===== config.mk =====
export PLATFORM = sky130hd
export DESIGN_NAME = bounded_ordered_list_engine_unit
export DESIGN_NICKNAME = d
export VERILOG_FILES = /design/src/rtl/bole_pkg.sv /design/src/rtl/bole_cell.sv /design/src/rtl/bounded_ordered_list_engine_unit.sv
export SDC_FILE = /design/constraint.sdc
export NUM_CORES = 2
export LEC_CHECK = 0
export BUFFER_PORTS_ARGS = -buffer_cell sky130_fd_sc_hd__buf_2
export CAP_MARGIN = 25
export CORE_UTILIZATION = 30
export DETAILED_ROUTE_END_ITERATION = 10
export PLACE_DENSITY = 0.43
export SLEW_MARGIN = 10
export SYNTH_ARGS = -nofsm -noshare
export SYNTH_HDL_FRONTEND = slang
export SYNTH_SLANG_ARGS = --single-unit

===== constraint.sdc =====
create_clock -name i_clk -period 20.2 [get_ports i_clk]
set_clock_uncertainty 0.05 [all_clocks]
set_input_delay 3.03 -clock i_clk [delete_from_list [all_inputs] [get_ports i_clk]]
set_output_delay 3.03 -clock i_clk [all_outputs]
set_load 0.03 [all_outputs]

===== src/rtl/bole_pkg.sv =====
package bole_pkg;

    // Operation codes carried in the low bits of the input tdata.
    localparam int OP_W = 4;
    localparam logic [OP_W-1:0] OP_PUSH_FRONT = 4'd0;
    localparam logic [OP_W-1:0] OP_PUSH_BACK  = 4'd1;
    localparam logic [OP_W-1:0] OP_POP_FRONT  = 4'd2;
    localparam logic [OP_W-1:0] OP_POP_BACK   = 4'd3;
    localparam logic [OP_W-1:0] OP_INSERT     = 4'd4;
    localparam logic [OP_W-1:0] OP_REMOVE     = 4'd5;
    localparam logic [OP_W-1:0] OP_READ       = 4'd6;
    localparam logic [OP_W-1:0] OP_SEARCH     = 4'd7;
    localparam logic [OP_W-1:0] OP_REVERSE    = 4'd8;
    localparam logic [OP_W-1:0] OP_CLEAR      = 4'd9;

    // Result status codes.
    localparam int ST_W = 2;
    localparam logic [ST_W-1:0] ST_OK    = 2'd0;
    localparam logic [ST_W-1:0] ST_FULL  = 2'd1;
    localparam logic [ST_W-1:0] ST_EMPTY = 2'd2;

    // Shift command broadcast to every cell of the chain.
    typedef struct packed {
        logic ins;
        logic rem;
    } t_cell_cmd;

endpackage


===== src/rtl/bole_cell.sv =====
module bole_cell #(
    parameter int DATA_WIDTH = 32,
    parameter int CNT_W      = 5,
    parameter int INDEX      = 0
) (
    input  logic                  i_clk,
    input  bole_pkg::t_cell_cmd   i_cmd,
    input  logic [CNT_W-1:0]      i_k,
    input  logic [DATA_WIDTH-1:0] i_v,
    input  logic [DATA_WIDTH-1:0] i_prev_data,
    input  logic [DATA_WIDTH-1:0] i_next_data,
    input  logic [DATA_WIDTH-1:0] i_key,
    input  logic [CNT_W-1:0]      i_fill,
    input  logic                  i_below_hit,
    input  logic                  i_above_hit,
    output logic [DATA_WIDTH-1:0] o_data,
    output logic [DATA_WIDTH-1:0] o_sel_data,
    output logic                  o_below_hit,
    output logic                  o_above_hit,
    output logic [CNT_W-1:0]      o_first_idx,
    output logic [CNT_W-1:0]      o_last_idx
);
    import bole_pkg::*;

    localparam logic [CNT_W-1:0] IDX = CNT_W'(INDEX);

    logic [DATA_WIDTH-1:0] r_data;
    logic [DATA_WIDTH-1:0] n_data;
    logic                  w_mine;

    // Open a gap at the target cell or close the gap left by a removal.
    always_comb begin
        n_data = r_data;
        if (i_cmd.ins) begin
            if (IDX == i_k) begin
                n_data = i_v;
            end else if (IDX > i_k) begin
                n_data = i_prev_data;
            end
        end else if (i_cmd.rem) begin
            if (IDX >= i_k) begin
                n_data = i_next_data;
            end
        end
    end

    always_ff @(posedge i_clk) begin
        r_data <= n_data;
    end

    // Match flags ripple up and down the chain to find the outermost hits.
    assign w_mine      = (r_data == i_key) && (IDX < i_fill);
    assign o_below_hit = i_below_hit | w_mine;
    assign o_above_hit = i_above_hit | w_mine;
    assign o_first_idx = (w_mine && !i_below_hit) ? IDX : '0;
    assign o_last_idx  = (w_mine && !i_above_hit) ? IDX : '0;

    assign o_data     = r_data;
    assign o_sel_data = (IDX == i_k) ? r_data : '0;

endmodule


===== src/rtl/bounded_ordered_list_engine_unit.sv =====
// Bounded ordered list of up to CAPACITY values held in a chain of cells,
// one value per cell. Every operation (push, pop, insert, remove, read,
// search, reverse, clear) takes effect at its transfer: the cells shift
// toward or away from the target position in parallel, match flags ripple
// along the chain for a search, and reverse only toggles an orientation
// flag that maps logical to physical positions. The block takes one item
// per clock; its result is loaded into the output register at the
// transfer and a new item is taken while that result waits as long as the
// downstream side takes it in the same cycle. Entries hold no defined value
// after reset and need no clearing pass: only entries below the count are
// ever read.
module bounded_ordered_list_engine_unit #(
    parameter int CAPACITY   = 16,
    parameter int DATA_WIDTH = 32
) (
    input  logic                 i_clk,
    input  logic                 i_rst_n,
    // Fields from bit 0: op, value_in, pos.
    input  logic [((bole_pkg::OP_W + DATA_WIDTH + $clog2(CAPACITY + 1) + 7) / 8) * 8 - 1:0]
                                 s_axis_tdata,
    input  logic                 s_axis_tvalid,
    output logic                 s_axis_tready,
    // Fields from bit 0: value_out, found, found_pos, count, status.
    output logic [((DATA_WIDTH + 1 + $clog2(CAPACITY) + $clog2(CAPACITY + 1)
                   + bole_pkg::ST_W + 7) / 8) * 8 - 1:0]
                                 m_axis_tdata,
    output logic                 m_axis_tvalid,
    input  logic                 m_axis_tready
);
    import bole_pkg::*;

    localparam int CNT_W   = $clog2(CAPACITY + 1);
    localparam int IDX_W   = $clog2(CAPACITY);
    localparam int IN_BITS = OP_W + DATA_WIDTH + CNT_W;
    localparam int OUT_BITS = DATA_WIDTH + 1 + IDX_W + CNT_W + ST_W;
    localparam int OUT_W   = ((OUT_BITS + 7) / 8) * 8;
    localparam logic [CNT_W-1:0] CAP = CNT_W'(CAPACITY);
    localparam logic [CNT_W-1:0] ONE = CNT_W'(1);

    logic [OP_W-1:0]       w_op;
    logic [DATA_WIDTH-1:0] w_v;
    logic [CNT_W-1:0]      w_pos;

    logic [CNT_W-1:0]      r_fill, n_fill;
    logic                  r_rev, n_rev;
    logic                  r_out_valid;
    logic [OUT_BITS-1:0]   r_out, n_out;

    logic                  w_accept;
    logic                  w_full, w_empty;
    logic [CNT_W-1:0]      w_a_ins, w_a_rem, w_l_ins, w_l_rem;
    logic [CNT_W-1:0]      w_p_ins, w_p_rem, w_k;
    t_cell_cmd             w_cmd;
    logic                  w_is_ins;

    logic [DATA_WIDTH-1:0] w_data     [CAPACITY];
    logic [DATA_WIDTH-1:0] w_prev     [CAPACITY];
    logic [DATA_WIDTH-1:0] w_next     [CAPACITY];
    logic [DATA_WIDTH-1:0] w_sel_data [CAPACITY];
    logic [CNT_W-1:0]      w_first    [CAPACITY];
    logic [CNT_W-1:0]      w_last     [CAPACITY];
    logic                  w_below    [CAPACITY+1];
    logic                  w_above    [CAPACITY+1];

    logic [DATA_WIDTH-1:0] w_rd_data;
    logic [CNT_W-1:0]      w_first_idx, w_last_idx, w_fpos;

    // Input unpacking.
    assign w_op  = s_axis_tdata[OP_W-1:0];
    assign w_v   = s_axis_tdata[OP_W+DATA_WIDTH-1:OP_W];
    assign w_pos = s_axis_tdata[IN_BITS-1:OP_W+DATA_WIDTH];

    assign s_axis_tready = !r_out_valid || m_axis_tready;
    assign w_accept      = s_axis_tvalid && s_axis_tready;

    assign w_full  = (r_fill == CAP);
    assign w_empty = (r_fill == '0);

    // Clamp positions and map logical positions onto the physical chain.
    assign w_a_ins = (w_pos > r_fill) ? r_fill : w_pos;
    assign w_a_rem = (w_pos >= r_fill) ? (r_fill - ONE) : w_pos;

    always_comb begin
        case (w_op)
            OP_PUSH_FRONT: w_l_ins = '0;
            OP_PUSH_BACK:  w_l_ins = r_fill;
            default:       w_l_ins = w_a_ins;
        endcase
        case (w_op)
            OP_POP_FRONT: w_l_rem = '0;
            OP_POP_BACK:  w_l_rem = r_fill - ONE;
            default:      w_l_rem = w_a_rem;
        endcase
    end

    assign w_p_ins  = r_rev ? (r_fill - w_l_ins) : w_l_ins;
    assign w_p_rem  = r_rev ? (r_fill - ONE - w_l_rem) : w_l_rem;
    assign w_is_ins = (w_op == OP_PUSH_FRONT) || (w_op == OP_PUSH_BACK) ||
                      (w_op == OP_INSERT);
    assign w_k      = w_is_ins ? w_p_ins : w_p_rem;

    // Chain of cells.
    assign w_below[0]        = 1'b0;
    assign w_above[CAPACITY] = 1'b0;

    for (genvar g = 0; g < CAPACITY; g++) begin : g_cell
        if (g == 0) begin : g_head
            assign w_prev[g] = w_data[g];
        end else begin : g_mid
            assign w_prev[g] = w_data[g-1];
        end
        if (g == CAPACITY - 1) begin : g_tail
            assign w_next[g] = w_data[g];
        end else begin : g_body
            assign w_next[g] = w_data[g+1];
        end

        bole_cell #(
            .DATA_WIDTH (DATA_WIDTH),
            .CNT_W      (CNT_W),
            .INDEX      (g)
        ) u_cell (
            .i_clk       (i_clk),
            .i_cmd       (w_cmd),
            .i_k         (w_k),
            .i_v         (w_v),
            .i_prev_data (w_prev[g]),
            .i_next_data (w_next[g]),
            .i_key       (w_v),
            .i_fill      (r_fill),
            .i_below_hit (w_below[g]),
            .i_above_hit (w_above[g+1]),
            .o_data      (w_data[g]),
            .o_sel_data  (w_sel_data[g]),
            .o_below_hit (w_below[g+1]),
            .o_above_hit (w_above[g]),
            .o_first_idx (w_first[g]),
            .o_last_idx  (w_last[g])
        );
    end

    // Collect the selected entry and the outermost match indexes.
    always_comb begin
        w_rd_data   = '0;
        w_first_idx = '0;
        w_last_idx  = '0;
        for (int i = 0; i < CAPACITY; i++) begin
            w_rd_data   = w_rd_data | w_sel_data[i];
            w_first_idx = w_first_idx | w_first[i];
            w_last_idx  = w_last_idx | w_last[i];
        end
    end

    assign w_fpos = r_rev ? (r_fill - ONE - w_last_idx) : w_first_idx;

    // Operation decode: cell command, next count and orientation, result.
    always_comb begin
        logic [DATA_WIDTH-1:0] vout;
        logic                  fnd;
        logic [IDX_W-1:0]      fpos;
        logic [ST_W-1:0]       st;
        vout   = '0;
        fnd    = 1'b0;
        fpos   = '0;
        st     = ST_OK;
        n_fill = r_fill;
        n_rev  = r_rev;
        w_cmd  = '0;
        case (w_op)
            OP_PUSH_FRONT, OP_PUSH_BACK, OP_INSERT: begin
                if (w_full) begin
                    st = ST_FULL;
                end else begin
                    w_cmd.ins = 1'b1;
                    n_fill    = r_fill + ONE;
                end
            end
            OP_POP_FRONT, OP_POP_BACK, OP_REMOVE, OP_READ: begin
                if (w_empty) begin
                    st = ST_EMPTY;
                end else begin
                    if (w_op != OP_REMOVE) begin
                        vout = w_rd_data;
                    end
                    if (w_op != OP_READ) begin
                        w_cmd.rem = 1'b1;
                        n_fill    = r_fill - ONE;
                    end
                end
            end
            OP_SEARCH: begin
                fnd = w_below[CAPACITY];
                if (fnd) begin
                    fpos = w_fpos[IDX_W-1:0];
                end
            end
            OP_REVERSE: begin
                n_rev = !r_rev;
            end
            OP_CLEAR: begin
                n_fill = '0;
                n_rev  = 1'b0;
            end
            default: begin
            end
        endcase
        if (!w_accept) begin
            w_cmd = '0;
        end
        n_out = {st, n_fill, fpos, fnd, vout};
    end

    // List state.
    always_ff @(posedge i_clk) begin
        if (!i_rst_n) begin
            r_fill <= '0;
            r_rev  <= 1'b0;
        end else if (w_accept) begin
            r_fill <= n_fill;
            r_rev  <= n_rev;
        end
    end

    // Output register.
    always_ff @(posedge i_clk) begin
        if (!i_rst_n) begin
            r_out_valid <= 1'b0;
        end else if (s_axis_tready) begin
            r_out_valid <= s_axis_tvalid;
        end
    end

    always_ff @(posedge i_clk) begin
        if (w_accept) begin
            r_out <= n_out;
        end
    end

    assign m_axis_tvalid = r_out_valid;
    assign m_axis_tdata  = OUT_W'(r_out);

endmodule


==> implementation parameters <==
Parameter                              Value

Status
  Status ... complete, no violations

Yosys
  Number of enable-type register cells in the synthesized netlist ... 556
  Count leader, synth ... sky130_fd_sc_hd__nand2_1
  Most used standard cells in the synthesized netlist ... 618 x sky130_fd_sc_hd__nand2_1, 556 x sky130_fd_sc_hd__edfxtp_1, 500 x sky130_fd_sc_hd__mux2i_1, 458 x sky130_fd_sc_hd__o21ai_0, 276 x sky130_fd_sc_hd__xnor2_1
  Post-synthesis register bit count ... 563
  Async SR Flop Fraction ... 0%
  Dominant synthesized flop cell ... sky130_fd_sc_hd__edfxtp_1
  Average cell area after synthesis ... 9.935 um2
  Top cell type's share of synthesized area ... 43.18%
  Warnings, synthesis ... 0
  Cell accounting for the most synthesized area ... sky130_fd_sc_hd__edfxtp_1
  Synth area leaders ... sky130_fd_sc_hd__edfxtp_1 43%, sky130_fd_sc_hd__mux2i_1 13%, sky130_fd_sc_hd__xnor2_1 6.3%
  Post-synthesis cell type count ... 80
  Cells after Synth ... 3892
  Cell area after technology mapping ... 38670 um2
  Fraction of the yosys area taken by sequential cells ... 43.54%

Floorplan
  Effective utilization at floorplan ... 30.28%
  Area of the die ... 130300 um2
  Core Area ... 127700 um2
  DIE WIDTH ... 361.0 um
  Die outline height ... 361.0 um
  Top-level port count ... 102
  FP Rows ... 131

Clocking
  Clock Root Buffer ... sky130_fd_sc_hd__clkbuf_16
  Clock tree from TritonCTS ... yes
  CTS max path bufs ... 3
  Clock insertion delay at the later pin of the skew report ... 0.66 ns
  Num Clock Sinks ... 563
  Number of setup buffers added after CTS ... 0
  CTS H-tree depth ... 3
  Register clock-pin slew on the reported worst setup and hold paths ... 0.06 ns
  Post-cts sizing count ... 0
  # hold bufs at CTS ... 0
  TritonCTS buffer count ... 76

Timing
  Post-layout minimum cycle time ... 9.454 ns
  Smallest setup slack after layout ... 10.75 ns
  Min Hold Slack ... 0.4950 ns
  Worst slew slack as a fraction of its limit ... 18.87%
  Maximum clock rate ... 105.8 MHz
  Fin crit share ... 46.80%
  Hold Vio Cnt, Final ... 0
  Count of pins over their slew limit ... 0
  Transition at the pin with the smallest max-transition slack ... 1.206 ns
  Final setup viols ... 0
  Setup TNS ... 0 ns
  Unrepaired setup endpoints after global routing ... no

Global route
  Global-route wire length before repair ... 279.2 mm
  Global route overflow ... 0
  Total global-route track usage ... 31.23%
  Largest net degree at the start of global routing ... 200
  Number of global-route vias before repair ... 30332
  Number of antenna violations at the first check in global routing ... 17

Placement
  Post-place setup slack ... 10.24 ns
  Final RePlAce weighted congestion ... 1.054
  Placed wire-length estimate after detailed placement ... 143.0 mm
  Count of input and output buffers ... 90

Worst setup path
  Worst reg2reg setup slack ... 12.12 ns
  Element type at the critical path end ... flip-flop
  Arrival time of data at the critical path endpoint ... 9.74 ns
  Crit-path leading delay family ... simple AND/OR/NAND/NOR gates
  Largest driver fanout on the critical path ... 35
  Req. time, crit path ... 20.49 ns
  Category of the most critical setup path ... in2reg
  Maximum single-stage delay on the critical path ... 0.81 ns
  Library cell contributing the largest single delay on the critical path ... sky130_fd_sc_hd__buf_4
  Critical-path cell list ... buf_2 > ha_1 > and3_1 > and3_1 > o31ai_1 > and2_1 > nor2_1 > a21o_1 > inv_1 > ha_1 > nor2b_1 > o21a_1 > or3_1 > nand3_1 > a32oi_1 > a21bo_2 > buf_4 > o21ai_4 > buf_4 > nor3_4 > buf_4 > a22oi_1 > and3_1 > a31oi_1
  Buffering stage count on the worst path with inverters included ... 5
  Kind of start point of the critical path ... input pin

Route
  Detail-routed net length per standard cell ... 37.85 um
  Detailed-route via count ... 33175
  Count of routing violations after the opening detailed-route iteration ... 5195
  Total iterations of the first detailed-routing run ... 6
  Post-DR vias/cell ... 5.995
  Post-route ant nets ... 0
  Routed WL ... 209.5 mm
  # DRC ... 0

Layout
  Syn-to-layout area delta ... 11.53%
  Fraction of final layout cells with drive strength greater than 1 ... 11.26%
  Net count reported at finish ... 3886
  Core utilization of the finished layout ... 33.78%
  # fillers ... 13145

Power and ir drop
  Final total power ... 3226 uW
  Power density relative to cell area ... 74.81 nW/um2
  Reported leakage power ... 0.01519 uW
  Worst IR Drop VDD ... 0.05616 mV

Job
  Total of max-cap violations ... 0

Worst hold path
  Hold Path Class ... reg2reg
-- worst register-to-register path: stages (launching register included) --
cell                       delay, ns
sky130_fd_sc_hd__dfxtp_1        0.31
sky130_fd_sc_hd__buf_4          0.25
sky130_fd_sc_hd__clkinv_1       0.46
sky130_fd_sc_hd__ha_1           0.48
sky130_fd_sc_hd__and3_1         0.22
sky130_fd_sc_hd__and3_1         0.24
sky130_fd_sc_hd__o31ai_1        0.32
sky130_fd_sc_hd__and2_1         0.20
sky130_fd_sc_hd__nor2_1         0.04
sky130_fd_sc_hd__a21o_1         0.20
sky130_fd_sc_hd__inv_1          0.07
sky130_fd_sc_hd__ha_1           0.22
sky130_fd_sc_hd__nor2b_1        0.13
sky130_fd_sc_hd__o21a_1         0.17
sky130_fd_sc_hd__or3_1          0.31
sky130_fd_sc_hd__nand3_1        0.10
sky130_fd_sc_hd__a32oi_1        0.16
sky130_fd_sc_hd__a21bo_2        0.26
sky130_fd_sc_hd__buf_4          0.70
sky130_fd_sc_hd__o21ai_4        0.10
sky130_fd_sc_hd__buf_4          0.29
sky130_fd_sc_hd__nor3_4         0.69
sky130_fd_sc_hd__buf_4          0.82
sky130_fd_sc_hd__a22oi_1        0.16
sky130_fd_sc_hd__and3_1         0.22
sky130_fd_sc_hd__a31oi_1        0.62
-- flip-flops by register name, summed over array words and instances (netlist names) --
register and flops:
r_fill 5, r_out 44, r_rev 1, g_cell.u_cell.o_data 512, m_axis_tvalid 1
-- kinds of logic (layout without fill, tap and decap cells) --
kind of cell	count (synthesis)	count (layout)	synth area share, %
buffers and inverters	389	358	4.342
DFF	563	563	43.54
muxes	569	569	15.00
xor gates and xnor gates	519	519	11.76
other	1	12	0.009698
AOI/OAI and AO/OA	862	862	13.31
and+or+nand+nor	967	967	11.28
adders and majority gates	22	22	0.7701
-- worst paths after layout --
path                          from            end  cells past startpoint
hold reg to reg      m_axis_tvalid  m_axis_tvalid                      2
setup reg to reg         r_fill[4]       r_out[2]                     25
setup / recovery  s_axis_tdata[40]       r_out[2]                     24
hold / removal       m_axis_tvalid  m_axis_tvalid                      2
-- stage by stage --
step / cells / cell area, um2
floorplan: 3895 / 38680
global placement: 5386 / 40750
detailed placement: 5394 / 40800
CTS: 5524 / 43080
global route: 5530 / 43120
finish: 5534 / 43130
-- layer usage --
metal  track usage [%]  up-vias  share of wire, %  wire, um
met5                 0        -             0.024        51
met4             15.39       10               5.7     11860
met3             6.397      367               9.8     20430
met2             46.46     1937                43     89500
met1             42.84    16828                42     87630
li1                  -    14033                 -         -
-- report_power, final --
part / switching, uW / internal, uW / total (uW)
clock: 578 / 743 / 1320
combinational: 428 / 160 / 588
sequential: 19.2 / 1300 / 1320
total: 1020 / 2200 / 3230
-- cell usage in the layout (no fill, tap or decap), types with 17 or more instances in the layout --
master	instances
sky130_fd_sc_hd__inv_1	24
sky130_fd_sc_hd__a21oi_1	112
sky130_fd_sc_hd__mux2_2	66
sky130_fd_sc_hd__clkbuf_1	17
sky130_fd_sc_hd__nor3_1	40
sky130_fd_sc_hd__mux2i_1	500
sky130_fd_sc_hd__nor4_1	65
sky130_fd_sc_hd__ha_1	19
sky130_fd_sc_hd__a221oi_1	21
sky130_fd_sc_hd__buf_4	104
sky130_fd_sc_hd__edfxtp_1	556
sky130_fd_sc_hd__nor2_1	38
sky130_fd_sc_hd__a22oi_1	29
sky130_fd_sc_hd__o21ai_0	458
sky130_fd_sc_hd__clkbuf_16	78
sky130_fd_sc_hd__nand4_1	83
sky130_fd_sc_hd__xor2_1	243
sky130_fd_sc_hd__nand3_1	36
sky130_fd_sc_hd__a31oi_1	35
sky130_fd_sc_hd__buf_2	94
sky130_fd_sc_hd__a211oi_1	25
sky130_fd_sc_hd__o21ai_1	23
sky130_fd_sc_hd__xnor2_1	276
sky130_fd_sc_hd__a22o_1	34
sky130_fd_sc_hd__nand2_1	614
sky130_fd_sc_hd__o22ai_1	26
-- final cells by class --
type / count / area [um2] / area share, %
Timing Repair Buffer: 201 / 1311 / 3.041
Sequential cell: 563 / 16840 / 39.04
Inverter: 27 / 101.3 / 0.2350
Multi-Input combinational cell: 2943 / 20500 / 47.53
Antenna cell: 8 / 20.02 / 0.04642
Clock inverter: 35 / 266.5 / 0.6180
Tap cell: 1662 / 2079 / 4.822
Clock buffer: 95 / 2016 / 4.674
Note: power is estimated with default switching activity, not from simulation.
